**src/acm_pkg.sv**
```systemverilog
// acm_pkg: types, constants and AES-128 round functions for the CMAC tag engine.
// No dependencies; used by acm_front, acm_queue, acm_back and the top module.
package acm_pkg;

  localparam int unsigned BLK_W   = 128;
  localparam int unsigned Q_DEPTH = 2;
  localparam logic [7:0]  PAD_BYTE = 8'h80;
  localparam logic [7:0]  GF_POLY  = 8'h87;
  localparam logic [3:0]  LAST_RND = 4'd10;

  // configuration register indexes
  localparam logic CFG_KEY_HIGH = 1'b0;
  localparam logic CFG_KEY_LOW  = 1'b1;

  typedef enum logic [1:0] {
    BK_IDLE,
    BK_LOAD,
    BK_RUN
  } bk_state_t;

  typedef enum logic [1:0] {
    OP_DER,
    OP_CHN,
    OP_FIN
  } op_t;

  // one unit of work handed from the byte gatherer to the cipher sequencer
  typedef struct packed {
    logic             der;       // derive subkeys first
    logic             chn;       // chain a full pending block
    logic [BLK_W-1:0] chn_blk;
    logic             fin;       // final block (already padded)
    logic             fin_full;  // complete block: use K1, else K2
    logic [BLK_W-1:0] fin_blk;
  } job_t;

  localparam logic [7:0] SBOX [0:255] = '{
    8'h63,8'h7c,8'h77,8'h7b,8'hf2,8'h6b,8'h6f,8'hc5,8'h30,8'h01,8'h67,8'h2b,8'hfe,8'hd7,8'hab,8'h76,
    8'hca,8'h82,8'hc9,8'h7d,8'hfa,8'h59,8'h47,8'hf0,8'had,8'hd4,8'ha2,8'haf,8'h9c,8'ha4,8'h72,8'hc0,
    8'hb7,8'hfd,8'h93,8'h26,8'h36,8'h3f,8'hf7,8'hcc,8'h34,8'ha5,8'he5,8'hf1,8'h71,8'hd8,8'h31,8'h15,
    8'h04,8'hc7,8'h23,8'hc3,8'h18,8'h96,8'h05,8'h9a,8'h07,8'h12,8'h80,8'he2,8'heb,8'h27,8'hb2,8'h75,
    8'h09,8'h83,8'h2c,8'h1a,8'h1b,8'h6e,8'h5a,8'ha0,8'h52,8'h3b,8'hd6,8'hb3,8'h29,8'he3,8'h2f,8'h84,
    8'h53,8'hd1,8'h00,8'hed,8'h20,8'hfc,8'hb1,8'h5b,8'h6a,8'hcb,8'hbe,8'h39,8'h4a,8'h4c,8'h58,8'hcf,
    8'hd0,8'hef,8'haa,8'hfb,8'h43,8'h4d,8'h33,8'h85,8'h45,8'hf9,8'h02,8'h7f,8'h50,8'h3c,8'h9f,8'ha8,
    8'h51,8'ha3,8'h40,8'h8f,8'h92,8'h9d,8'h38,8'hf5,8'hbc,8'hb6,8'hda,8'h21,8'h10,8'hff,8'hf3,8'hd2,
    8'hcd,8'h0c,8'h13,8'hec,8'h5f,8'h97,8'h44,8'h17,8'hc4,8'ha7,8'h7e,8'h3d,8'h64,8'h5d,8'h19,8'h73,
    8'h60,8'h81,8'h4f,8'hdc,8'h22,8'h2a,8'h90,8'h88,8'h46,8'hee,8'hb8,8'h14,8'hde,8'h5e,8'h0b,8'hdb,
    8'he0,8'h32,8'h3a,8'h0a,8'h49,8'h06,8'h24,8'h5c,8'hc2,8'hd3,8'hac,8'h62,8'h91,8'h95,8'he4,8'h79,
    8'he7,8'hc8,8'h37,8'h6d,8'h8d,8'hd5,8'h4e,8'ha9,8'h6c,8'h56,8'hf4,8'hea,8'h65,8'h7a,8'hae,8'h08,
    8'hba,8'h78,8'h25,8'h2e,8'h1c,8'ha6,8'hb4,8'hc6,8'he8,8'hdd,8'h74,8'h1f,8'h4b,8'hbd,8'h8b,8'h8a,
    8'h70,8'h3e,8'hb5,8'h66,8'h48,8'h03,8'hf6,8'h0e,8'h61,8'h35,8'h57,8'hb9,8'h86,8'hc1,8'h1d,8'h9e,
    8'he1,8'hf8,8'h98,8'h11,8'h69,8'hd9,8'h8e,8'h94,8'h9b,8'h1e,8'h87,8'he9,8'hce,8'h55,8'h28,8'hdf,
    8'h8c,8'ha1,8'h89,8'h0d,8'hbf,8'he6,8'h42,8'h68,8'h41,8'h99,8'h2d,8'h0f,8'hb0,8'h54,8'hbb,8'h16
  };

  function automatic logic [7:0] xtime(input logic [7:0] x);
    xtime = {x[6:0], 1'b0} ^ (x[7] ? 8'h1b : 8'h00);
  endfunction

  // next round key from the current one
  function automatic logic [BLK_W-1:0] key_step(input logic [BLK_W-1:0] rk,
                                                 input logic [7:0] rcon);
    logic [31:0] w0, w1, w2, w3, tmp;
    w0 = rk[127:96];
    w1 = rk[95:64];
    w2 = rk[63:32];
    w3 = rk[31:0];
    tmp = {SBOX[w3[23:16]] ^ rcon, SBOX[w3[15:8]], SBOX[w3[7:0]], SBOX[w3[31:24]]};
    w0 = w0 ^ tmp;
    w1 = w1 ^ w0;
    w2 = w2 ^ w1;
    w3 = w3 ^ w2;
    key_step = {w0, w1, w2, w3};
  endfunction

  // SubBytes, ShiftRows, MixColumns (skipped on the last round), AddRoundKey
  function automatic logic [BLK_W-1:0] aes_round(input logic [BLK_W-1:0] s,
                                                  input logic [BLK_W-1:0] rk,
                                                  input logic last);
    logic [7:0] sb [16];
    logic [7:0] t  [16];
    logic [7:0] a0, a1, a2, a3, all;
    logic [BLK_W-1:0] r;
    for (int i = 0; i < 16; i++) begin
      sb[i] = s[127-8*i -: 8];
    end
    for (int c = 0; c < 4; c++) begin
      for (int i = 0; i < 4; i++) begin
        t[i+4*c] = SBOX[sb[i + 4*((c+i) % 4)]];
      end
    end
    if (!last) begin
      for (int c = 0; c < 4; c++) begin
        a0 = t[4*c]; a1 = t[4*c+1]; a2 = t[4*c+2]; a3 = t[4*c+3];
        all = a0 ^ a1 ^ a2 ^ a3;
        t[4*c]   = a0 ^ all ^ xtime(a0 ^ a1);
        t[4*c+1] = a1 ^ all ^ xtime(a1 ^ a2);
        t[4*c+2] = a2 ^ all ^ xtime(a2 ^ a3);
        t[4*c+3] = a3 ^ all ^ xtime(a3 ^ a0);
      end
    end
    for (int i = 0; i < 16; i++) begin
      r[127-8*i -: 8] = t[i];
    end
    aes_round = r ^ rk;
  endfunction

  // doubling in GF(2^128)
  function automatic logic [BLK_W-1:0] gf_dbl(input logic [BLK_W-1:0] x);
    gf_dbl = {x[BLK_W-2:0], 1'b0} ^ (x[BLK_W-1] ? {{(BLK_W-8){1'b0}}, GF_POLY}
                                                : {BLK_W{1'b0}});
  endfunction

endpackage

```
**src/acm_queue.sv**
```systemverilog
// acm_queue: two-entry job queue between gatherer and cipher sequencer.
// Depends on acm_pkg.
module acm_queue (
  input  logic          clk,
  input  logic          rst_n,
  input  logic          push,
  input  acm_pkg::job_t wr_job,
  input  logic          pop,
  output acm_pkg::job_t rd_job,
  output logic          full,
  output logic          empty
);
  import acm_pkg::*;

  job_t       mem [Q_DEPTH];
  logic       wp_r, wp_nxt, rp_r, rp_nxt;
  logic [1:0] cnt_r, cnt_nxt;

  assign full   = (cnt_r == 2'(Q_DEPTH));
  assign empty  = (cnt_r == 2'd0);
  assign rd_job = mem[rp_r];

  always_comb begin
    wp_nxt  = push ? ~wp_r : wp_r;
    rp_nxt  = pop  ? ~rp_r : rp_r;
    cnt_nxt = cnt_r + 2'(push) - 2'(pop);
  end

  always_ff @(posedge clk) begin
    if (push) begin
      mem[wp_r] <= wr_job;
    end
  end

  always_ff @(posedge clk) begin
    if (!rst_n) begin
      wp_r  <= 1'b0;
      rp_r  <= 1'b0;
      cnt_r <= '0;
    end else begin
      wp_r  <= wp_nxt;
      rp_r  <= rp_nxt;
      cnt_r <= cnt_nxt;
    end
  end
endmodule

```
**config.mk**
```make
export PLATFORM = sky130hd
export DESIGN_NAME = acm_queue
export DESIGN_NICKNAME = d
export VERILOG_FILES = /design/src/acm_pkg.sv /design/src/acm_queue.sv
export SDC_FILE = /design/constraint.sdc
export NUM_CORES = 1
export LEC_CHECK = 0
export ABC_CLOCK_PERIOD_IN_PS = 19800
export BUFFER_PORTS_ARGS = -buffer_cell sky130_fd_sc_hd__clkbuf_2
export CAP_MARGIN = 10
export CORE_UTILIZATION = 40
export DETAILED_ROUTE_END_ITERATION = 12
export SYNTH_ARGS = -nofsm -noshare
export SYNTH_HDL_FRONTEND = slang
export SYNTH_SLANG_ARGS = --single-unit
```
**constraint.sdc**
```tcl
create_clock -name clk -period 19.8 [get_ports clk]
set_input_delay 3.96 -clock clk [delete_from_list [all_inputs] [get_ports clk]]
set_output_delay 3.96 -clock clk [all_outputs]
set_load 0.02 [all_outputs]
```
==> impl_metrics.tcl, run 1 <==
set metrics [dict create \
    status "finished, final reports clean" \
    cts_buffer_depth 3 \
    seqCellArea_um2 15700 \
    p_sw_mw 0.608 \
    grt_antenna_before_repair 7 \
    synth-seq-cells 525 \
    worst_slew_pin_slew_ps 1060 \
    hold_slack_ps 567 \
    worst-path-buf-inv 3 \
    postCtsSetupRepairBufs 0 \
    hpwl_mm 30.7 \
    die_y_um 225 \
    gp_congestion 0.835 \
    p_clk_share_pct 39.3 \
    drive_gt1_share_pct 60.9 \
    fin_nets 1659 \
    cts_buffers 54 \
    seq_power_share_pct 48.5 \
    die_w_um 225 \
    worst_setup_path_start_kind "register" \
    rows 81 \
    maxSlewHeadroom_pct 29.2 \
    cap_violations 0 \
    cpLargestDelayFamily "buffers and inverters" \
    cp.required_ps 15840 \
    ant_nets 0 \
    tns_ps 0 \
    cp_common_cell "buf_4" \
    grt_usage_pct 16.7 \
    routedWlPerCell_um 20.7 \
    grt_max_degree 75 \
    r2r_slack_ps 16340 \
    ir_drop_mv 0.0762 \
    drtIter0Drc 415 \
    cpMaxStageDelayCell "buf_4" \
    syn_inst 830 \
    hp-class "reg -> reg" \
    yosysWarnings 0 \
    fillers 4073 \
    path_class "reg -> out" \
    cpPeakStageDelay_ps 970 \
    root_buffer "clkbuf_16" \
    cts_resized 0 \
    syn-num-nets 1096 \
    start_util_pct 40.5 \
    syn_area_um2 19800 \
    postSynthAreaPerCell_um2 23.9 \
    fmax_mhz 129 \
    power_frac_comb_pct 12.2 \
    p_sw_share_pct 22.6 \
    cp_num_cells 4 \
    first_pass_iters 4 \
    multiInputGateArea_um2 3810 \
    design_area_um2 24900 \
    cp-end-kind "output port" \
    port_buffers 525 \
    post-place-ws_ps 12620 \
    fin_skew_ps 12.6 \
    cts.htree.levels 2 \
    drc_errors 0 \
    p_total_mw 2.69 \
    synth.distinct_cells 14 \
    hold_depth 2 \
    power_per_cell_area_nw_per_um2 108 \
    fin_util_pct 51.1 \
    period_needed_ps 7740 \
    finalNonFillerCells 2104 \
    cts_tree "yes" \
    grt_pass1_vias 10000 \
    synth_seq_area_share_pct 79.3 \
    dieArea_um2 50400 \
    routed_wl_mm 43.5 \
    maxSlewViolCount 0 \
    r2r_cells 3 \
    total_leakage_power_nw 9.86 \
    rsz0062_at_grt "false" \
    num_io_pins 526 \
    clock-sinks 525 \
    grt_pass1_wl_mm 61.8 \
    overflow 0 \
    hold_viol_final 0 \
    via_per_inst 4.64 \
    area_growth_pct 25.9 \
    via_count 9757 \
    insertion_delay_ps 580 \
    crit_fanout 57 \
    min_period_over_period_pct 39.1 \
    hold_buffers 0 \
    coreArea_um2 48800 \
    crit_chain "buf_4 > buf_4 > mux2_4 > clkbuf_2" \
    arrival_ps 3780 \
    intPower_mw 2.08 \
    postPlaceCellArea_um2 23100 \
    dp_cells 2001 \
    worst_slack_ps 12060 \
    setup_viol 0 \
    path_clk_slew_ps 60 \
]
[flip-flops by register name (all words and copies together) (netlist names), named ones only]
signal and count:
rp_r 1, mem 520, wp_r 1, cnt_r 2
[layer usage]
layer	vias to the layer above	share of wire (%)	global-route usage, %
met5	-	0.16	0
met4	10	1.9	4.52
met3	68	10	7.84
met2	395	49	27.8
met1	4827	38	19.3
li1	4457	-	-
[layout by cell type, fill, tap and decap left out, drive strengths merged]
cell type | Yosys | layout
xnor3 | 1 | 1
and2 | 4 | 4
nor2 | 1 | 1
edfxtp | 520 | 520
o21a | 1 | 1
dfxtp | 5 | 5
nor2b | 4 | 4
buf | 29 | 11
diode | 0 | 3
ha | 2 | 2
inv | 2 | 5
mux2 | 260 | 260
clkinvlp | 0 | 1
clkinv | 0 | 16
bufinv | 0 | 11
clkbuf | 0 | 594
xor2 | 1 | 1
[kinds of logic after synthesis]
| group | share of synthesized area (%) |
|---|---|
| AO/OA/AOI/OAI | 0.0379 |
| XOR/XNOR | 0.158 |
| adder cells (fa/ha/maj) | 0.126 |
| buffers and inverters | 1.50 |
| flip-flops | 79.3 |
| multiplexers | 18.6 |
| AND/OR/NAND/NOR | 0.272 |
[cells in the mapped netlist]
master | instances | area share [%]
o21a_1 | 1 | 0.038
nor2b_1 | 4 | 0.13
inv_1 | 2 | 0.038
buf_2 | 6 | 0.15
ha_1 | 2 | 0.13
edfxtp_1 | 520 | 79
buf_6 | 23 | 1.3
xor2_1 | 1 | 0.044
xnor3_1 | 1 | 0.11
mux2_4 | 200 | 15
nor2_1 | 1 | 0.019
and2_1 | 4 | 0.13
mux2_2 | 60 | 3.4
dfxtp_1 | 5 | 0.51
[final timing paths]
| check | from | end |
|---|---|---|
| worst min register to register | rp_r | register |
| worst max-delay path | register | rd_job[168] |
| worst min-delay path | rp_r | register |
| worst max register to register | wp_r | mem[1][165] |
[layout make-up]
class | count | area share, %
Sequential cell | 525 | 63.0
Inverter | 2 | 0.0301
Multi-Input combinational cell | 274 | 15.3
Tap cell | 664 | 3.33
Antenna cell | 3 | 0.0301
Timing Repair Buffer | 536 | 10.9
Clock buffer | 69 | 5.73
Clock inverter | 31 | 1.76
[worst register-to-register path, stage by stage (launching register included)]
cell and delay [ps]:
dfxtp_1 380, and2_4 670, buf_4 940, buf_4 990
[power groups by stage]
| stage | clock [mW] | combinational [mW] | sequential [mW] |
|---|---|---|---|
| floorplan | 0 | 0.222 | 1.34 |
| global placement | 0 | 0.328 | 1.33 |
| detailed placement | 0 | 0.332 | 1.33 |
| CTS | 1.09 | 0.333 | 1.31 |
| global route | 1.13 | 0.346 | 1.31 |
| finish | 1.06 | 0.327 | 1.30 |
No activity file was read; power rests on OpenSTA's default activity.
==> run 2: changes to the inputs <==
ABC_CLOCK_PERIOD_IN_PS = 6800   (was 19800)
PLACE_DENSITY = 0.66   (was unset)
clock period = 6.8 ns   (was 19.8 ns; I/O delays follow)
==> impl_metrics.tcl, run 2 (synthesis results as in run 1) <==
set metrics [dict create \
    status "finished, final reports clean" \
    cp.required_ps 5440 \
    cp-end-kind "output port" \
    grt_pass1_vias 9977 \
    power_per_cell_area_nw_per_um2 302 \
    worst_slack_ps 2660 \
    postPlaceCellArea_um2 23100 \
    tns_ps 0 \
    post-place-ws_ps 3190 \
    first_pass_iters 4 \
    hpwl_mm 28.5 \
    cts_buffers 53 \
    grt_usage_pct 15.9 \
    arrival_ps 2780 \
    fin_skew_ps 8.92 \
    period_needed_ps 4140 \
    largest_reg_flops 520 \
    cts.htree.levels 2 \
    start_util_pct 40.5 \
    hold_viol_final 0 \
    hp-class "reg -> reg" \
    via_per_inst 4.66 \
    root_buffer "clkbuf_16" \
    grt_pass1_wl_mm 59.6 \
    path_clk_slew_ps 60 \
    reg_top3 "mem (520), cnt_r (2)" \
    area_growth_pct 25.0 \
    ant_nets 0 \
    drive_gt1_share_pct 60.9 \
    routed_wl_mm 41.7 \
    drc_errors 0 \
    total_leakage_power_nw 9.76 \
    maxSlewViolCount 0 \
    setup_viol 0 \
    hold_buffers 0 \
    top_register "mem" \
    die_y_um 225 \
    postCtsSetupRepairBufs 0 \
    design_area_um2 24800 \
    hold_slack_ps 587 \
    gp_congestion 0.780 \
    clock-sinks 525 \
    crit_fanout 101 \
    grt_antenna_before_repair 7 \
    dp_cells 1997 \
    rows 81 \
    worst_setup_path_start_kind "register" \
    path_class "reg -> out" \
    finalNonFillerCells 2096 \
    fillers 4055 \
    fin_util_pct 50.7 \
    routedWlPerCell_um 19.9 \
    layout_common_cells "525 x clkbuf_2, 520 x edfxtp_1, 200 x mux2_4" \
    cap_violations 0 \
    dieArea_um2 50400 \
    fmax_mhz 242 \
    insertion_delay_ps 570 \
    fin_nets 1654 \
    overflow 0 \
    cts_tree "yes" \
    maxSlewHeadroom_pct 41.3 \
    port_buffers 525 \
    min_period_over_period_pct 60.9 \
    coreArea_um2 48800 \
    worst_slew_pin_slew_ps 880 \
    die_w_um 225 \
    grt_max_degree 129 \
    num_io_pins 526 \
    p_total_mw 7.49 \
    via_count 9764 \
    cts_buffer_depth 3 \
    ir_drop_mv 0.218 \
    drtIter0Drc 469 \
    cts_resized 0 \
    rsz0062_at_grt "false" \
    final_common_cell "clkbuf_2" \
]
[run 2: path summary, 6_finish.rpt]
path	startpoint	endpoint	slack (ps)	depth (start not counted)
max reg2reg	wp_r	mem[1][160]	4680	2
min reg2reg	rp_r	register	590	2
min	rp_r	register	590	2
max	register	rd_job[182]	2660	3
[run 2: where the power goes]
group	internal, mW	switching, mW	total (mW)
registers	3.75	0.0542	3.80
clock network	1.58	1.16	2.74
logic	0.412	0.532	0.944
total	5.74	1.74	7.49
[run 2: layer usage]
layer | vias to the layer above | GRT usage, % | wire length (um)
met1 | 4842 | 18.3 | 15900
met4 | 8 | 5.55 | 1110
met2 | 393 | 26.6 | 20500
li1 | 4448 | - | -
met3 | 73 | 6.71 | 4200
met5 | - | 0 | 57
[run 2: worst max-delay path, stage by stage (launching register included)]
cell	delay [ps]
dfxtp_4	880
buf_12	600
mux2_4	360
clkbuf_2	160
[run 2: layout make-up]
| type | count | area (um2) | area share [%] |
|---|---|---|---|
| diodes | 4 | 10.0 | 0.0404 |
| clock buffers | 66 | 1380 | 5.55 |
| clock inverters | 29 | 251 | 1.02 |
| inverters | 2 | 7.51 | 0.0303 |
| multi-input cells | 274 | 3810 | 15.4 |
| flip-flops and latches | 525 | 15700 | 63.5 |
| well taps | 664 | 831 | 3.36 |
| repair buffers | 532 | 2760 | 11.1 |
