<file path="src/acm_pkg.sv">
// acm_pkg: types, constants and AES-128 round functions for the CMAC tag engine.
// No dependencies; used by acm_front, acm_queue, acm_back and the top module.
package acm_pkg;

  localparam int unsigned BLK_W   = 128;
  localparam int unsigned Q_DEPTH = 2;
  localparam logic [7:0]  PAD_BYTE = 8'h80;
  localparam logic [7:0]  GF_POLY  = 8'h87;
  localparam logic [3:0]  LAST_RND = 4'd10;

  // configuration register indexes
  localparam logic CFG_KEY_HIGH = 1'b0;
  localparam logic CFG_KEY_LOW  = 1'b1;

  typedef enum logic [1:0] {
    BK_IDLE,
    BK_LOAD,
    BK_RUN
  } bk_state_t;

  typedef enum logic [1:0] {
    OP_DER,
    OP_CHN,
    OP_FIN
  } op_t;

  // one unit of work handed from the byte gatherer to the cipher sequencer
  typedef struct packed {
    logic             der;       // derive subkeys first
    logic             chn;       // chain a full pending block
    logic [BLK_W-1:0] chn_blk;
    logic             fin;       // final block (already padded)
    logic             fin_full;  // complete block: use K1, else K2
    logic [BLK_W-1:0] fin_blk;
  } job_t;

  localparam logic [7:0] SBOX [0:255] = '{
    8'h63,8'h7c,8'h77,8'h7b,8'hf2,8'h6b,8'h6f,8'hc5,8'h30,8'h01,8'h67,8'h2b,8'hfe,8'hd7,8'hab,8'h76,
    8'hca,8'h82,8'hc9,8'h7d,8'hfa,8'h59,8'h47,8'hf0,8'had,8'hd4,8'ha2,8'haf,8'h9c,8'ha4,8'h72,8'hc0,
    8'hb7,8'hfd,8'h93,8'h26,8'h36,8'h3f,8'hf7,8'hcc,8'h34,8'ha5,8'he5,8'hf1,8'h71,8'hd8,8'h31,8'h15,
    8'h04,8'hc7,8'h23,8'hc3,8'h18,8'h96,8'h05,8'h9a,8'h07,8'h12,8'h80,8'he2,8'heb,8'h27,8'hb2,8'h75,
    8'h09,8'h83,8'h2c,8'h1a,8'h1b,8'h6e,8'h5a,8'ha0,8'h52,8'h3b,8'hd6,8'hb3,8'h29,8'he3,8'h2f,8'h84,
    8'h53,8'hd1,8'h00,8'hed,8'h20,8'hfc,8'hb1,8'h5b,8'h6a,8'hcb,8'hbe,8'h39,8'h4a,8'h4c,8'h58,8'hcf,
    8'hd0,8'hef,8'haa,8'hfb,8'h43,8'h4d,8'h33,8'h85,8'h45,8'hf9,8'h02,8'h7f,8'h50,8'h3c,8'h9f,8'ha8,
    8'h51,8'ha3,8'h40,8'h8f,8'h92,8'h9d,8'h38,8'hf5,8'hbc,8'hb6,8'hda,8'h21,8'h10,8'hff,8'hf3,8'hd2,
    8'hcd,8'h0c,8'h13,8'hec,8'h5f,8'h97,8'h44,8'h17,8'hc4,8'ha7,8'h7e,8'h3d,8'h64,8'h5d,8'h19,8'h73,
    8'h60,8'h81,8'h4f,8'hdc,8'h22,8'h2a,8'h90,8'h88,8'h46,8'hee,8'hb8,8'h14,8'hde,8'h5e,8'h0b,8'hdb,
    8'he0,8'h32,8'h3a,8'h0a,8'h49,8'h06,8'h24,8'h5c,8'hc2,8'hd3,8'hac,8'h62,8'h91,8'h95,8'he4,8'h79,
    8'he7,8'hc8,8'h37,8'h6d,8'h8d,8'hd5,8'h4e,8'ha9,8'h6c,8'h56,8'hf4,8'hea,8'h65,8'h7a,8'hae,8'h08,
    8'hba,8'h78,8'h25,8'h2e,8'h1c,8'ha6,8'hb4,8'hc6,8'he8,8'hdd,8'h74,8'h1f,8'h4b,8'hbd,8'h8b,8'h8a,
    8'h70,8'h3e,8'hb5,8'h66,8'h48,8'h03,8'hf6,8'h0e,8'h61,8'h35,8'h57,8'hb9,8'h86,8'hc1,8'h1d,8'h9e,
    8'he1,8'hf8,8'h98,8'h11,8'h69,8'hd9,8'h8e,8'h94,8'h9b,8'h1e,8'h87,8'he9,8'hce,8'h55,8'h28,8'hdf,
    8'h8c,8'ha1,8'h89,8'h0d,8'hbf,8'he6,8'h42,8'h68,8'h41,8'h99,8'h2d,8'h0f,8'hb0,8'h54,8'hbb,8'h16
  };

  function automatic logic [7:0] xtime(input logic [7:0] x);
    xtime = {x[6:0], 1'b0} ^ (x[7] ? 8'h1b : 8'h00);
  endfunction

  // next round key from the current one
  function automatic logic [BLK_W-1:0] key_step(input logic [BLK_W-1:0] rk,
                                                 input logic [7:0] rcon);
    logic [31:0] w0, w1, w2, w3, tmp;
    w0 = rk[127:96];
    w1 = rk[95:64];
    w2 = rk[63:32];
    w3 = rk[31:0];
    tmp = {SBOX[w3[23:16]] ^ rcon, SBOX[w3[15:8]], SBOX[w3[7:0]], SBOX[w3[31:24]]};
    w0 = w0 ^ tmp;
    w1 = w1 ^ w0;
    w2 = w2 ^ w1;
    w3 = w3 ^ w2;
    key_step = {w0, w1, w2, w3};
  endfunction

  // SubBytes, ShiftRows, MixColumns (skipped on the last round), AddRoundKey
  function automatic logic [BLK_W-1:0] aes_round(input logic [BLK_W-1:0] s,
                                                  input logic [BLK_W-1:0] rk,
                                                  input logic last);
    logic [7:0] sb [16];
    logic [7:0] t  [16];
    logic [7:0] a0, a1, a2, a3, all;
    logic [BLK_W-1:0] r;
    for (int i = 0; i < 16; i++) begin
      sb[i] = s[127-8*i -: 8];
    end
    for (int c = 0; c < 4; c++) begin
      for (int i = 0; i < 4; i++) begin
        t[i+4*c] = SBOX[sb[i + 4*((c+i) % 4)]];
      end
    end
    if (!last) begin
      for (int c = 0; c < 4; c++) begin
        a0 = t[4*c]; a1 = t[4*c+1]; a2 = t[4*c+2]; a3 = t[4*c+3];
        all = a0 ^ a1 ^ a2 ^ a3;
        t[4*c]   = a0 ^ all ^ xtime(a0 ^ a1);
        t[4*c+1] = a1 ^ all ^ xtime(a1 ^ a2);
        t[4*c+2] = a2 ^ all ^ xtime(a2 ^ a3);
        t[4*c+3] = a3 ^ all ^ xtime(a3 ^ a0);
      end
    end
    for (int i = 0; i < 16; i++) begin
      r[127-8*i -: 8] = t[i];
    end
    aes_round = r ^ rk;
  endfunction

  // doubling in GF(2^128)
  function automatic logic [BLK_W-1:0] gf_dbl(input logic [BLK_W-1:0] x);
    gf_dbl = {x[BLK_W-2:0], 1'b0} ^ (x[BLK_W-1] ? {{(BLK_W-8){1'b0}}, GF_POLY}
                                                : {BLK_W{1'b0}});
  endfunction

endpackage

</file>
<file path="src/acm_if.sv">
// acm_in_if / acm_out_if: valid/ready channels of the CMAC tag engine.
// Depends on nothing.
interface acm_in_if;
  logic       valid;
  logic       ready;
  logic [7:0] data_byte;
  logic       last_byte;
  modport source (output valid, output data_byte, output last_byte, input ready);
  modport sink   (input valid, input data_byte, input last_byte, output ready);
endinterface


</file>
<file path="src/acm_front.sv">
// acm_front: byte gatherer; builds 16-byte blocks, pads the final one and
// emits jobs. Depends on acm_pkg and acm_in_if.
module acm_front (
  input  logic          clk,
  input  logic          rst_n,
  input  logic          key_wr,
  acm_in_if.sink        in_chan,
  input  logic          q_full,
  output logic          q_push,
  output acm_pkg::job_t q_job
);
  import acm_pkg::*;

  logic [BLK_W-1:0] buf_r, buf_nxt, nb;
  logic [4:0]       cnt_r, cnt_nxt, ncnt;
  logic             sub_rdy_r, sub_rdy_nxt;
  logic [3:0]       pos;
  logic             acc;

  assign in_chan.ready = !q_full;
  assign acc = in_chan.valid && in_chan.ready;

  always_comb begin
    // a held sixteenth byte means the buffer restarts with this byte
    pos = cnt_r[4] ? 4'd0 : cnt_r[3:0];
    nb  = cnt_r[4] ? {BLK_W{1'b0}} : buf_r;
    nb[{~pos, 3'b000} +: 8] = in_chan.data_byte;
    ncnt = {1'b0, pos} + 5'd1;

    q_job.der      = !sub_rdy_r;
    q_job.chn      = cnt_r[4];
    q_job.chn_blk  = buf_r;
    q_job.fin      = in_chan.last_byte;
    q_job.fin_full = ncnt[4];
    q_job.fin_blk  = nb;
    if (!ncnt[4]) begin
      q_job.fin_blk[{~ncnt[3:0], 3'b000} +: 8] = PAD_BYTE;
    end
    q_push = acc && (q_job.der || q_job.chn || q_job.fin);

    buf_nxt     = buf_r;
    cnt_nxt     = cnt_r;
    sub_rdy_nxt = sub_rdy_r;
    if (acc) begin
      sub_rdy_nxt = 1'b1;
      if (in_chan.last_byte) begin
        buf_nxt = '0;
        cnt_nxt = '0;
      end else begin
        buf_nxt = nb;
        cnt_nxt = ncnt;
      end
    end
    if (key_wr) begin
      sub_rdy_nxt = 1'b0;
    end
  end

  always_ff @(posedge clk) begin
    if (!rst_n) begin
      buf_r     <= '0;
      cnt_r     <= '0;
      sub_rdy_r <= 1'b0;
    end else begin
      buf_r     <= buf_nxt;
      cnt_r     <= cnt_nxt;
      sub_rdy_r <= sub_rdy_nxt;
    end
  end
endmodule

</file>
<file path="src/flat_wrapper.sv">
// flat-port wrapper written by rule: the top's interface ports become plain ports
module acm_front_flat import acm_pkg::*;
  (clk, rst_n, key_wr, q_full, q_push, q_job, in_chan_valid, in_chan_data_byte, in_chan_last_byte, in_chan_ready);
  acm_in_if in_chan_i ();
  input  logic clk;
  input  logic rst_n;
  input  logic key_wr;
  input  logic q_full;
  output logic q_push;
  output acm_pkg::job_t q_job;
  input wire logic [$bits(in_chan_i.valid)-1:0] in_chan_valid;
  input wire logic [$bits(in_chan_i.data_byte)-1:0] in_chan_data_byte;
  input wire logic [$bits(in_chan_i.last_byte)-1:0] in_chan_last_byte;
  output wire logic [$bits(in_chan_i.ready)-1:0] in_chan_ready;
  assign in_chan_i.valid = in_chan_valid;
  assign in_chan_i.data_byte = in_chan_data_byte;
  assign in_chan_i.last_byte = in_chan_last_byte;
  assign in_chan_ready = in_chan_i.ready;
  acm_front u_core (.clk(clk), .rst_n(rst_n), .key_wr(key_wr), .in_chan(in_chan_i), .q_full(q_full), .q_push(q_push), .q_job(q_job));
endmodule
</file>
<file path="config.mk">
export PLATFORM = sky130hd
export DESIGN_NAME = acm_front_flat
export DESIGN_NICKNAME = d
export VERILOG_FILES = /design/src/acm_pkg.sv /design/src/acm_if.sv /design/src/acm_front.sv /design/src/flat_wrapper.sv
export SDC_FILE = /design/constraint.sdc
export NUM_CORES = 1
export LEC_CHECK = 0
export ABC_CLOCK_PERIOD_IN_PS = 3900
export BUFFER_PORTS_ARGS = -buffer_cell sky130_fd_sc_hd__buf_4
export CORE_UTILIZATION = 35
export CTS_BUF_LIST = sky130_fd_sc_hd__clkbuf_8
export CTS_CLUSTER_SIZE = 12
export DETAILED_ROUTE_END_ITERATION = 8
export PLACE_DENSITY = 0.63
export SETUP_SLACK_MARGIN = 0.15
export SLEW_MARGIN = 20
export SYNTH_ARGS = -nofsm -noshare
export SYNTH_HDL_FRONTEND = slang
export SYNTH_SLANG_ARGS = --single-unit
</file>
<file path="constraint.sdc">
create_clock -name clk -period 3.9 [get_ports clk]
set_clock_uncertainty 0.2 [all_clocks]
set_input_delay 0.195 -clock clk [delete_from_list [all_inputs] [get_ports clk]]
set_output_delay 0.195 -clock clk [all_outputs]
set_load 0.03 [all_outputs]
</file>
==> results by group, run 1 <==
Placed design
  – Final estimated routing congestion in global placement: 0.8485
  – Placed insts: roughly 1400
  – DPL Wire Length: approximately 21000 um
  – # port buffers: 275

Yosys
  – Adder-cell share of the synthesized area: about 1.1%
  – Net Count, Synth: 941
  – YS warnings: 0
  – Post-synth top flop: dfxtp_1
  – Largest family of logic cells by synthesized area: compound AO/OA/AOI/OAI gates
  – Number of flops mapped to enable cells by yosys: 0
  – Post-synthesis xor/xnor area fraction: less than 1%
  – Sequential-to-total area share from yosys stat: 35.18%
  – Synth Area per Inst: slightly above 8 um2
  – Post-synthesis compound-gate area fraction: between 20 and 30%
  – Synth Instances: around 900
  – Post-synthesis cell type count: between 50 and 60
  – Multiplexer share of the synthesized area: under 10%
  – Synthesized area: approximately 7600 um2
  – Synthesis-stage register bit count: 134
  – Synth top area share: between 30% and 40%
  – Synth top area cells: dfxtp_1 35%, a22o_1 9.6%, a21oi_1 5.6%
  – Area leader, netlist: dfxtp_1
  – Ys async rst share: 0%
  – Post-Synth Simple-Gate Area: 24.74%

CTS
  – Clock-pin slew on the worst setup and hold paths: around 80 ps
  – Cts bufs inserted: 17
  – CTS Sinks: approximately 130
  – Clock Tree Buf Depth: 2
  – Worst-Skew Late Latency: roughly 450 ps
  – CTS tree: built
  – CTS H-tree lvls: 4
  – Root Driver: clkbuf_8

Final layout
  – Layout Nets: about 1200
  – Cell Count, Final, Fillers Out: 1443
  – Fillers: ~2000
  – P&R area growth vs syn: 36.60%
  – Layout cells sized above 1: about a third
  – ANT cells: 0
  – FF+latch area: about 2700 um2
  – Area used by multi-input combinational logic: 4578 um2

Drt
  – DR vias/cell: between 5 and 6
  – Via count: around 8000
  – Drt drc: 0
  – Final Routed Wirelength: a little over 30000 um
  – Antenna viol nets, final: 0
  – DR iter-0 viols: around 440
  – Routed WL per cell: ~21 um
  – DRT Pass-1 Iters: 4

Timing
  – Tmin final: 3671 ps
  – RSZ-0062 raised after global routing: true
  – Final period util: ~94%
  – Worst slew pin tran: 863.3 ps
  – Fin. max-slew vios: 0
  – Slew headroom: 42.45%
  – Setup TNS: 0 ps
  – Hold WS: just under 40 ps
  – Max Clk Rate: roughly 0.27 GHz
  – Final Hold Viols: 0
  – Final setup vio count: 0

Worst setup path
  – Worst EP required: ~3500 ps
  – Setup CP Type: flip-flop to output port
  – CP max stage cell: a211oi_2
  – Crit path launch type: flip-flop
  – CP top delay family: compound AO/OA/AOI/OAI gates
  – WP data arrival: about 3300 ps
  – Critical-path cell list: inv_2 > nand2_1 > inv_1 > ha_4 > or3b_4 > a211oi_2 > o21ai_2 > and3_1 > a311o_1 > buf_4
  – Crit path buffers/inverters: 3
  – Critical Path End Type: output port
  – CP max stage delay: 470 ps
  – Max FO, Critical Path: 12

Die
  – Die Area: 22380 um2
  – I/O Pins: ~280
  – Initial Util: 35.94%
  – # rows: 53
  – Core area: approximately 21000 um2
  – Die span in x: 149.6 um
  – Die H: 149.6 um

Global routing
  – Vias in the first global route: around 7500
  – Initial antenna violation count: 0
  – Pin count of the biggest net entering global routing: 79
  – GR Overflow Total: 0
  – Total GRT Usage: a little over a quarter
  – Global-route wire length before repair: between 40000 and 50000 um

Power and ir drop
  – Sequential power share: 47.5%
  – Logic gate share of total power: under 10%
  – LEAKAGE: 4.898 nW
  – P_int: 0.002096 W
  – Tot Pwr: a little under 0.003 W
  – P_sw: 0.0008004 W
  – Worst VDD drop: 0.1792 mV
  – Sw frac: 27.63%
  – Power Dens Cells: about 280 nW/um2
  – Clock Power Share: between 40% and 50%

Min path
  – HP Class: primary input to flip-flop

Run
  – Max-cap violations: 0

Status
  – Status: completed
-- cells in the mapped netlist (all sizes together), types with 2 or more instances --
library cell,n
xor2,2
a211oi,4
nand2b,21
mux2i,36
o31ai,8
and2,15
inv,6
a22o,84
o21ai,18
a32o,4
and3,35
o2bb2ai,32
or3,2
a21boi,3
nand3b,2
or2,4
a211o,5
nor3,7
ha,7
nor2b,43
nand2,85
a311o,9
nor3b,7
o211ai,22
o21a,2
nand3,52
dfxtp,134
nor2,60
a21o,8
buf,39
clkbuf,54
a21oi,85
or3b,15
-- power groups by stage --
stage | registers, W | clock network (W) | logic, W
2_1_floorplan | 0.00141 | 0 | 0.000153
3_3_place_gp | 0.00141 | 0 | 0.000258
3_5_place_dp | 0.00141 | 0 | 0.000257
4_1_cts | 0.00137 | 0.00128 | 0.000262
5_1_grt | 0.00137 | 0.00133 | 0.000278
6_report | 0.00137 | 0.00126 | 0.000264
-- cell type report --
type	count	area share (%)
Inverter	6	0.2162
Clock inverter	13	1.645
Multi-Input combinational cell	687	43.95
Timing Repair Buffer	310	22.74
Clock buffer	18	2.378
Sequential cell	134	25.77
Tap cell	275	3.303
-- timing repair --
| item | CTS | global route |
|---|---|---|
| hold endpoints to repair | 14 | 0 |
| resized for setup | 9 | 17 |
| setup buffers | 7 | 4 |
| pin swaps | 2 | 4 |
| setup endpoints to repair | 76 | 115 |
| hold buffers | 5 | 0 |
-- metal layers --
metal	track usage (%)	wire [um]
met1	36.74	13790
met3	4.024	2178
met5	0	0
met2	42.99	14480
met4	8.163	440
-- registers in the layout (all words and copies together), names as in the netlist --
| signal | flops |
|---|---|
| u_core.sub_rdy_r | 1 |
| u_core.cnt_r | 5 |
| u_core.buf_r | 128 |
-- through the flow --
stage | instance area [um2] | utilization, % | setup WS, ps
finish | 10420 | 49.09 | 229.4
global route | 10420 | 49.09 | 122.0
CTS | 10310 | 48.60 | 125.8
detailed placement | 9763 | 46.01 | 478.9
global placement | 9763 | 46.01 | 454.0
floorplan | 7626 | - | 246.5
-- logic make-up after synthesis --
group / Yosys count
and+or+nand+nor: 353
AOI/OAI and AO/OA: 288
xor gates and xnor gates: 3
buffers and inverters: 99
muxes: 36
DFF: 134
adders and majority gates: 7
-- path summary, 6_finish.rpt --
kind / startpoint / to / slack [ps] / cells past startpoint
worst min register to register: u_core.sub_rdy_r / u_core.sub_rdy_r / 280 / 2
worst min-delay path: in_chan_data_byte[3] / u_core.buf_r[35] / 40 / 2
worst max-delay path: u_core.cnt_r[4] / q_job[103] / 230 / 10
worst max register to register: u_core.cnt_r[4] / u_core.buf_r[71] / 560 / 9
-- cells in the final DEF, fill, tap and decap left out, types with 5 or more instances in the layout --
cell type / n
a211o_1: 5
a21o_1: 8
a21oi_1: 85
a22o_1: 84
a311o_1: 9
and2_1: 15
and3_1: 24
and3_2: 11
buf_4: 302
clkbuf_8: 18
dfxtp_1: 132
dlygate4sd3_1: 5
ha_1: 6
mux2i_1: 36
nand2_1: 85
nand2b_1: 21
nand3_1: 52
nor2_1: 58
nor2b_1: 42
nor3b_1: 5
o211ai_1: 22
o21ai_1: 7
o21ai_2: 7
o2bb2ai_1: 32
o31ai_1: 8
or3b_2: 14
Note: power is estimated with default switching activity, not from simulation.
==> run 2, diff against run 1 <==
==> constraint.sdc (replaced) <==
create_clock -name clk -period 3.9 [get_ports clk]
set_clock_uncertainty 0.2 [all_clocks]
set_input_delay 0.39 -clock clk [delete_from_list [all_inputs] [get_ports clk]]
set_output_delay 0.39 -clock clk [all_outputs]
set_load 0.03 [all_outputs]
==> run 2 against run 1 <==
Compared with the run above: sequential share of layout area decreased by 0.10 points; hold slack improved by 19 ps; fmax decreased by 0.40%; critical path type unchanged; total power decreased by 2.1%; critical endpoint is now q_job[119]; non-clock buffer count decreased by 6.
==> results by group, run 2 (synthesized netlist as in run 1, its figures left out) <==
Die
  – Core area: about 21000 um2
  – Die H: about 150 um
  – # rows: 53
  – Initial Util: between 30% and 40%
  – Die span in x: 149.6 um
  – Die Area: around 22000 um2
  – I/O Pins: between 200 and 300

Drt
  – DRT Pass-1 Iters: 8
  – DR vias/cell: around 5.7
  – Drt drc: 0
  – Final Routed Wirelength: 30880 um
  – Via count: around 8200
  – Antenna viol nets, final: 0
  – Routed WL per cell: ~21 um
  – DR iter-0 viols: about 430

CTS
  – CTS H-tree lvls: 4
  – CTS Sinks: roughly 130
  – Clock Tree Buf Depth: 2
  – CTS tree: built
  – Clock-pin slew on the worst setup and hold paths: approximately 90 ps
  – Worst-Skew Late Latency: 460 ps
  – Cts bufs inserted: 17
  – Root Driver: clkbuf_8

Timing
  – Slew headroom: between 30% and 40%
  – Fin. max-slew vios: 0
  – Tmin final: ~3700 ps
  – Max Clk Rate: 0.2713 GHz
  – Worst slew pin tran: just over 1000 ps
  – RSZ-0062 raised after global routing: true
  – Setup TNS: 0 ps
  – Final Hold Viols: 0
  – Final period util: 94.50%
  – Final setup vio count: 0

Final layout
  – Reg with most FFs: u_core.buf_r
  – Most common cell after layout, fill and taps aside: buf_4
  – Layout Nets: roughly 1200
  – Finished Core Util: approximately half
  – ANT cells: 0
  – Layout cells sized above 1: 36.54%
  – Most frequent cells in the layout: 299 x buf_4, 131 x dfxtp_1, 84 x nand2_1, 84 x a22o_1, 70 x a21oi_1
  – Largest register FFs: 128
  – Biggest regs: u_core.buf_r: 128 flops, u_core.cnt_r: 5 flops, u_core.sub_rdy_r: 1 flops
  – P&R area growth vs syn: 37.34%

Power and ir drop
  – Sequential power share: 48.5%
  – Sw frac: between 20% and 30%
  – Worst VDD drop: roughly 0.19 mV
  – P_sw: around 0.00081 W
  – LEAKAGE: slightly below 5 nW
  – Power Dens Cells: 270.8 nW/um2
  – Logic gate share of total power: about a tenth
  – Clock Power Share: 42.2%
  – P_int: roughly 0.0020 W

Min path
  – Worst hold start: rst_n
  – HP Class: primary input to flip-flop
  – Min-Delay Path Depth: 3
  – Hold Path Sink: u_core.sub_rdy_r

Status
  – Status: completed

Worst setup path
  – R2R Path Start: u_core.cnt_r[4]
  – RR Endpoint: u_core.buf_r[47]
  – Crit path launch type: flip-flop
  – Critical Path End Type: output port
  – Reg2Reg Depth: 9
  – Reg-to-reg slack, setup: 720 ps
  – Setup CP Type: flip-flop to output port
  – WP data arrival: 3100 ps
  – Worst EP required: between 3000 and 4000 ps
  – Max FO, Critical Path: 32

Placed design
  – # port buffers: approximately 280
  – Final estimated routing congestion in global placement: between 0.8 and 0.9
  – DPL Wire Length: roughly 21000 um

Global routing
  – Initial antenna violation count: 0
  – Global-route wire length before repair: between 40000 and 50000 um
  – Vias in the first global route: about 7400
  – GR Overflow Total: 0
  – Total GRT Usage: a little over a quarter
  – Pin count of the biggest net entering global routing: 79

Run
  – Max-cap violations: 0
[run 2: cell count changes in the layout (fill, tap and decap cells not counted), sizes merged]
cell,delta
clkinvlp,+5
bufinv,-1
dlygate4sd3,-4
buf,-2
inv,-3
[run 2: per-layer routing]
metal / GRT usage [%] / vias up / wire length, um / part of all wire [%]
li1: - / 3815 / - / -
met1: 36.64 / 3898 / 13740 / 44
met2: 41.37 / 416 / 13980 / 45
met3: 4.939 / 50 / 2397 / 7.8
met4: 10.66 / 0 / 767 / 2.5
met5: 0 / - / 0 / 0
[run 2: cell type report]
| cell class | instances | area (um2) |
|---|---|---|
| Clock buffer | 18 | 247.7 |
| Fill cell | 2129 | 10750 |
| Sequential cell | 134 | 2689 |
| Tap cell | 275 | 344.1 |
| Multi-Input combinational cell | 687 | 4698 |
| Clock inverter | 14 | 151.4 |
| Timing Repair Buffer | 304 | 2317 |
| Inverter | 6 | 26.28 |
[run 2: power by group through the flow]
stage / logic (W) / clock network (W) / registers (W)
floorplan: 0.000153 / 0 / 0.00141
global placement: 0.000255 / 0 / 0.00141
finish: 0.000265 / 0.00120 / 0.00137
CTS: 0.000259 / 0.00121 / 0.00137
global route: 0.000279 / 0.00126 / 0.00137
detailed placement: 0.000255 / 0 / 0.00141
[run 2: worst max path at each step]
stage	start	end	slack [ps]	cells after the start
after floorplan	u_core.cnt_r[4]	q_job[47]	210	13
after global placement	u_core.cnt_r[0]	q_job[63]	310	8
after detailed placement	u_core.cnt_r[0]	q_job[63]	270	8
after CTS	u_core.cnt_r[4]	q_job[127]	170	10
after global routing	u_core.cnt_r[4]	q_job[126]	110	9
final	u_core.cnt_r[4]	q_job[119]	210	10
[run 2: critical path, stage by stage (launching register included)]
cell and delay (ps):
dfxtp_4 380, buf_12 200, nor2b_1 70, ha_2 210, and3b_2 270, o211a_1 290, a211oi_1 310, buf_4 210
and3_2 340, a211o_1 180, buf_4 170
[run 2: stage by stage]
step	power (W)	std cells	hold WS (ps)	setup slack, ps	cell area, um2
after CTS	0.002845	1434	42.05	167.4	10350
final	0.002836	1438	58.71	214.6	10470
after global placement	0.001662	1395	257.1	308.0	9808
after global routing	0.002913	1438	74.68	113.5	10470
after detailed placement	0.001662	1395	266.8	267.4	9808
after floorplan	0.001563	920	279.5	209.4	7680
[run 2: timing repair]
item / in CTS / in global routing
hold buffers: 1 / 0
endpoints found under the hold margin: 1 / 0
gates resized for setup: 30 / 23
setup buffers: 6 / 4
pin swaps: 4 / 4
endpoints found under the setup margin: 120 / 110
==> run 3, diff against run 2 <==
--- a/config.mk
+++ b/config.mk
@@ -5,13 +5,14 @@
 export SDC_FILE = /design/constraint.sdc
 export NUM_CORES = 1
 export LEC_CHECK = 0
+export ABC_AREA = 1
 export ABC_CLOCK_PERIOD_IN_PS = 3900
 export BUFFER_PORTS_ARGS = -buffer_cell sky130_fd_sc_hd__buf_4
 export CORE_UTILIZATION = 35
 export CTS_BUF_LIST = sky130_fd_sc_hd__clkbuf_8
 export CTS_CLUSTER_SIZE = 12
 export DETAILED_ROUTE_END_ITERATION = 8
-export PLACE_DENSITY = 0.63
+export PLACE_DENSITY = 0.62
 export SETUP_SLACK_MARGIN = 0.15
 export SLEW_MARGIN = 20
 export SYNTH_ARGS = -nofsm -noshare
==> run 3 against run 2 <==
Compared with the run above: utilization fell by 1.2 points; synthesized cell count rose by 53%; critical path depth rose by 2; die area rose by 9.2%; final cell count rose by 38%; first-iteration DRC count rose by 150%; sequential power barely moved; critical endpoint is now q_job[99]; highest routed layer unchanged.
==> results by group, run 3 <==
Yosys
  – Number of flops mapped to enable cells by yosys: 0
  – Post-synthesis cell type count: 32
  – Area leader, netlist: dfxtp_1
  – Net Count, Synth: approximately 1400
  – Synth top area cells: dfxtp_1 32%, nand2_1 27%, nand3_1 14%
  – Synthesized area: 8340 um2
  – YS warnings: 0
  – Synth Instances: about 1400
  – Post-synth top cells: 592 x nand2_1, 230 x nand3_1, 153 x a21oi_1
  – Top-count cell post-synth: nand2_1
  – Sequential-to-total area share from yosys stat: about a third
  – Synth Area per Inst: roughly 6 um2
  – Post-synth top flop: dfxtp_1
  – Ys async rst share: 0%
  – Synth top area share: approximately a third
  – Synthesis-stage register bit count: approximately 130

Die
  – Initial Util: between 30% and 40%
  – Die Area: roughly 24000 um2
  – # rows: 56
  – I/O Pins: about 280
  – Die H: around 160 um
  – Core area: 23400 um2
  – Die span in x: about 160 um

Worst setup path
  – Critical Path End Type: output port
  – Stages on the worst setup path: 12
  – CP top delay family: simple AND/OR/NAND/NOR gates
  – Crit path buffers/inverters: 4
  – CP max stage delay: 430 ps
  – CP startpoint: u_core.cnt_r[4]
  – Max FO, Critical Path: 27
  – Reg2Reg Depth: 11
  – CP max stage cell: dfxtp_4
  – R2R Path Start: u_core.cnt_r[4]
  – CP endpoint: q_job[99]
  – Worst EP required: approximately 3300 ps
  – WP data arrival: around 3000 ps
  – Critical-path cell list: clkinv_8 > nand2_2 > inv_2 > ha_1 > buf_4 > nand3_1 > nor2_4 > nand2_2 > nand2_1 > nand2_1 > nor2_1 > buf_4
  – RR Endpoint: u_core.buf_r[96]
  – Reg-to-reg slack, setup: around 1300 ps
  – Setup CP Type: flip-flop to output port
  – Crit path launch type: flip-flop

CTS
  – Worst-Skew Late Latency: between 400 and 500 ps
  – CTS tree: built
  – Root Driver: clkbuf_8
  – CTS H-tree lvls: 4
  – Clock-pin slew on the worst setup and hold paths: approximately 80 ps
  – Clock Tree Buf Depth: 2
  – CTS Sinks: approximately 130
  – Cts bufs inserted: 17

Global routing
  – Total GRT Usage: 28.28%
  – Vias in the first global route: 9149
  – Pin count of the biggest net entering global routing: around 130
  – GR Overflow Total: 0
  – Global-route wire length before repair: around 52000 um
  – Initial antenna violation count: 0

Power and ir drop
  – Power Dens Cells: 262.8 nW/um2
  – LEAKAGE: around 5.0 nW
  – Worst VDD drop: 0.2025 mV

Final layout
  – ANT cells: 0
  – P&R area growth vs syn: 35.19%
  – Most frequent cells in the layout: 584 x nand2_1, 294 x buf_4, 229 x nand3_1
  – Finished Core Util: approximately half
  – Fillers: between 2000 and 2500
  – Biggest regs: u_core.buf_r: 128 flops, u_core.cnt_r: 5 flops, u_core.sub_rdy_r: 1 flops
  – Reg with most FFs: u_core.buf_r
  – Most common cell after layout, fill and taps aside: nand2_1
  – Layout Nets: between 1500 and 2000
  – Largest register FFs: 128
  – Layout cells sized above 1: 24.41%

Timing
  – Tmin final: 3587 ps
  – RSZ-0062 raised after global routing: false
  – Final Hold Viols: 0
  – Final setup vio count: 0
  – Max Clk Rate: about 0.28 GHz
  – Final period util: between 90% and 100%
  – Fin. max-slew vios: 0
  – Slew headroom: 34.76%
  – Worst slew pin tran: between 900 and 1000 ps
  – Hold WS: roughly 130 ps
  – Setup TNS: 0 ps

Drt
  – Final Routed Wirelength: about 35000 um
  – Via count: slightly above 10000
  – Routed WL per cell: around 18 um
  – DR vias/cell: 5.220
  – Antenna viol nets, final: 0
  – Drt drc: 0
  – DRT Pass-1 Iters: 5
  – DR iter-0 viols: 1047

Status
  – Status: completed

Placed design
  – Final estimated routing congestion in global placement: between 0.9 and 1
  – DPL Wire Length: ~24000 um
  – # port buffers: roughly 280

Run
  – Max-cap violations: 0

Min path
  – HP Class: primary input to flip-flop
## run 3: changes by cell type after synthesis, moves of 15 or more
cell	change
a21oi_1	+68
a22o_1	-84
and2_1	-15
and3_1	-35
inv_1	+22
mux2i_1	-36
nand2_1	+507
nand2b_1	-21
nand3_1	+178
nor2_1	+40
nor2b_1	-43
o211ai_1	-22
o2bb2ai_1	-32
## run 3: logic make-up (layout without fill, tap and decap cells)
kind of cell | count (synthesis) | count (layout) | synth area share (%)
AOI/OAI and AO/OA | 173 | 173 | 10.49
adders and majority gates | 7 | 7 | 1.050
buffers and inverters | 122 | 377 | 6.226
DFF | 134 | 134 | 32.16
and+or+nand+nor | 968 | 968 | 50.07
## run 3: power by group
| part | switching [W] | leakage [nW] | internal [W] |
|---|---|---|---|
| Sequential | 0.00000386 | 1.08 | 0.00137 |
| Combinational | 0.000218 | 3.74 | 0.0000635 |
| Clock | 0.000653 | 0.200 | 0.000655 |
## run 3: worst min-delay path by stage
stage          cells past startpoint            startpoint         endpoint  slack [ps]
2_1_floorplan                      2       u_core.cnt_r[1]  u_core.cnt_r[1]         250
3_3_place_gp                       2       u_core.cnt_r[1]  u_core.cnt_r[1]         260
3_5_place_dp                       2       u_core.cnt_r[1]  u_core.cnt_r[1]         270
4_1_cts                            5  in_chan_data_byte[4]  u_core.buf_r[4]         120
5_1_grt                            5  in_chan_data_byte[4]  u_core.buf_r[4]         140
6_report                           5  in_chan_data_byte[4]  u_core.buf_r[4]         130
## run 3: area by class of cell
class                           count  area [um2]  area share, %
Clock inverter                     14       175.2          1.553
Multi-Input combinational cell   1148        5229          46.37
Timing Repair Buffer              303        2360          20.93
Sequential cell                   134        2686          23.82
Clock buffer                       18       247.7          2.197
Tap cell                          319       399.1          3.540
Inverter                           42       178.9          1.587
## run 3: repair_timing
item,4_1_cts,5_1_grt
setup buffers,3,7
resized for setup,13,23
setup endpoints to repair,114,127
endpoints found under the hold margin,1,0
hold buffers,1,0
gates cloned,0,1
pin swaps,2,3
## run 3: worst register-to-register path: stages (launching register included)
cell and delay, ps:
dfxtp_4 430, clkinv_8 150, nand2_2 100, inv_2 70, ha_1 320, buf_4 180
nand3_1 200, nor2_4 330, buf_4 220, nand3_1 100, nand3_1 120, a21oi_1 80
## run 3: metal layers
layer	share of wire, %	track usage (%)	routed length [um]	up-vias
li1	-	-	-	5049
met1	44	38.20	15450	4741
met2	45	44.81	16070	465
met3	7.7	4.902	2724	71
met4	3.3	10.64	1152	0
met5	0	0	0	-
## run 3: metrics by stage
step	instance area [um2]	worst slack, ps	total power [W]	std cells
after global routing	11280	152.6	0.003044	1978
final	11280	312.9	0.002963	1978
after CTS	11110	176.5	0.002966	1970
after global placement	10610	396.9	0.001681	1934
after detailed placement	10610	388.1	0.001681	1934
after floorplan	8341	706.4	0.001562	1404
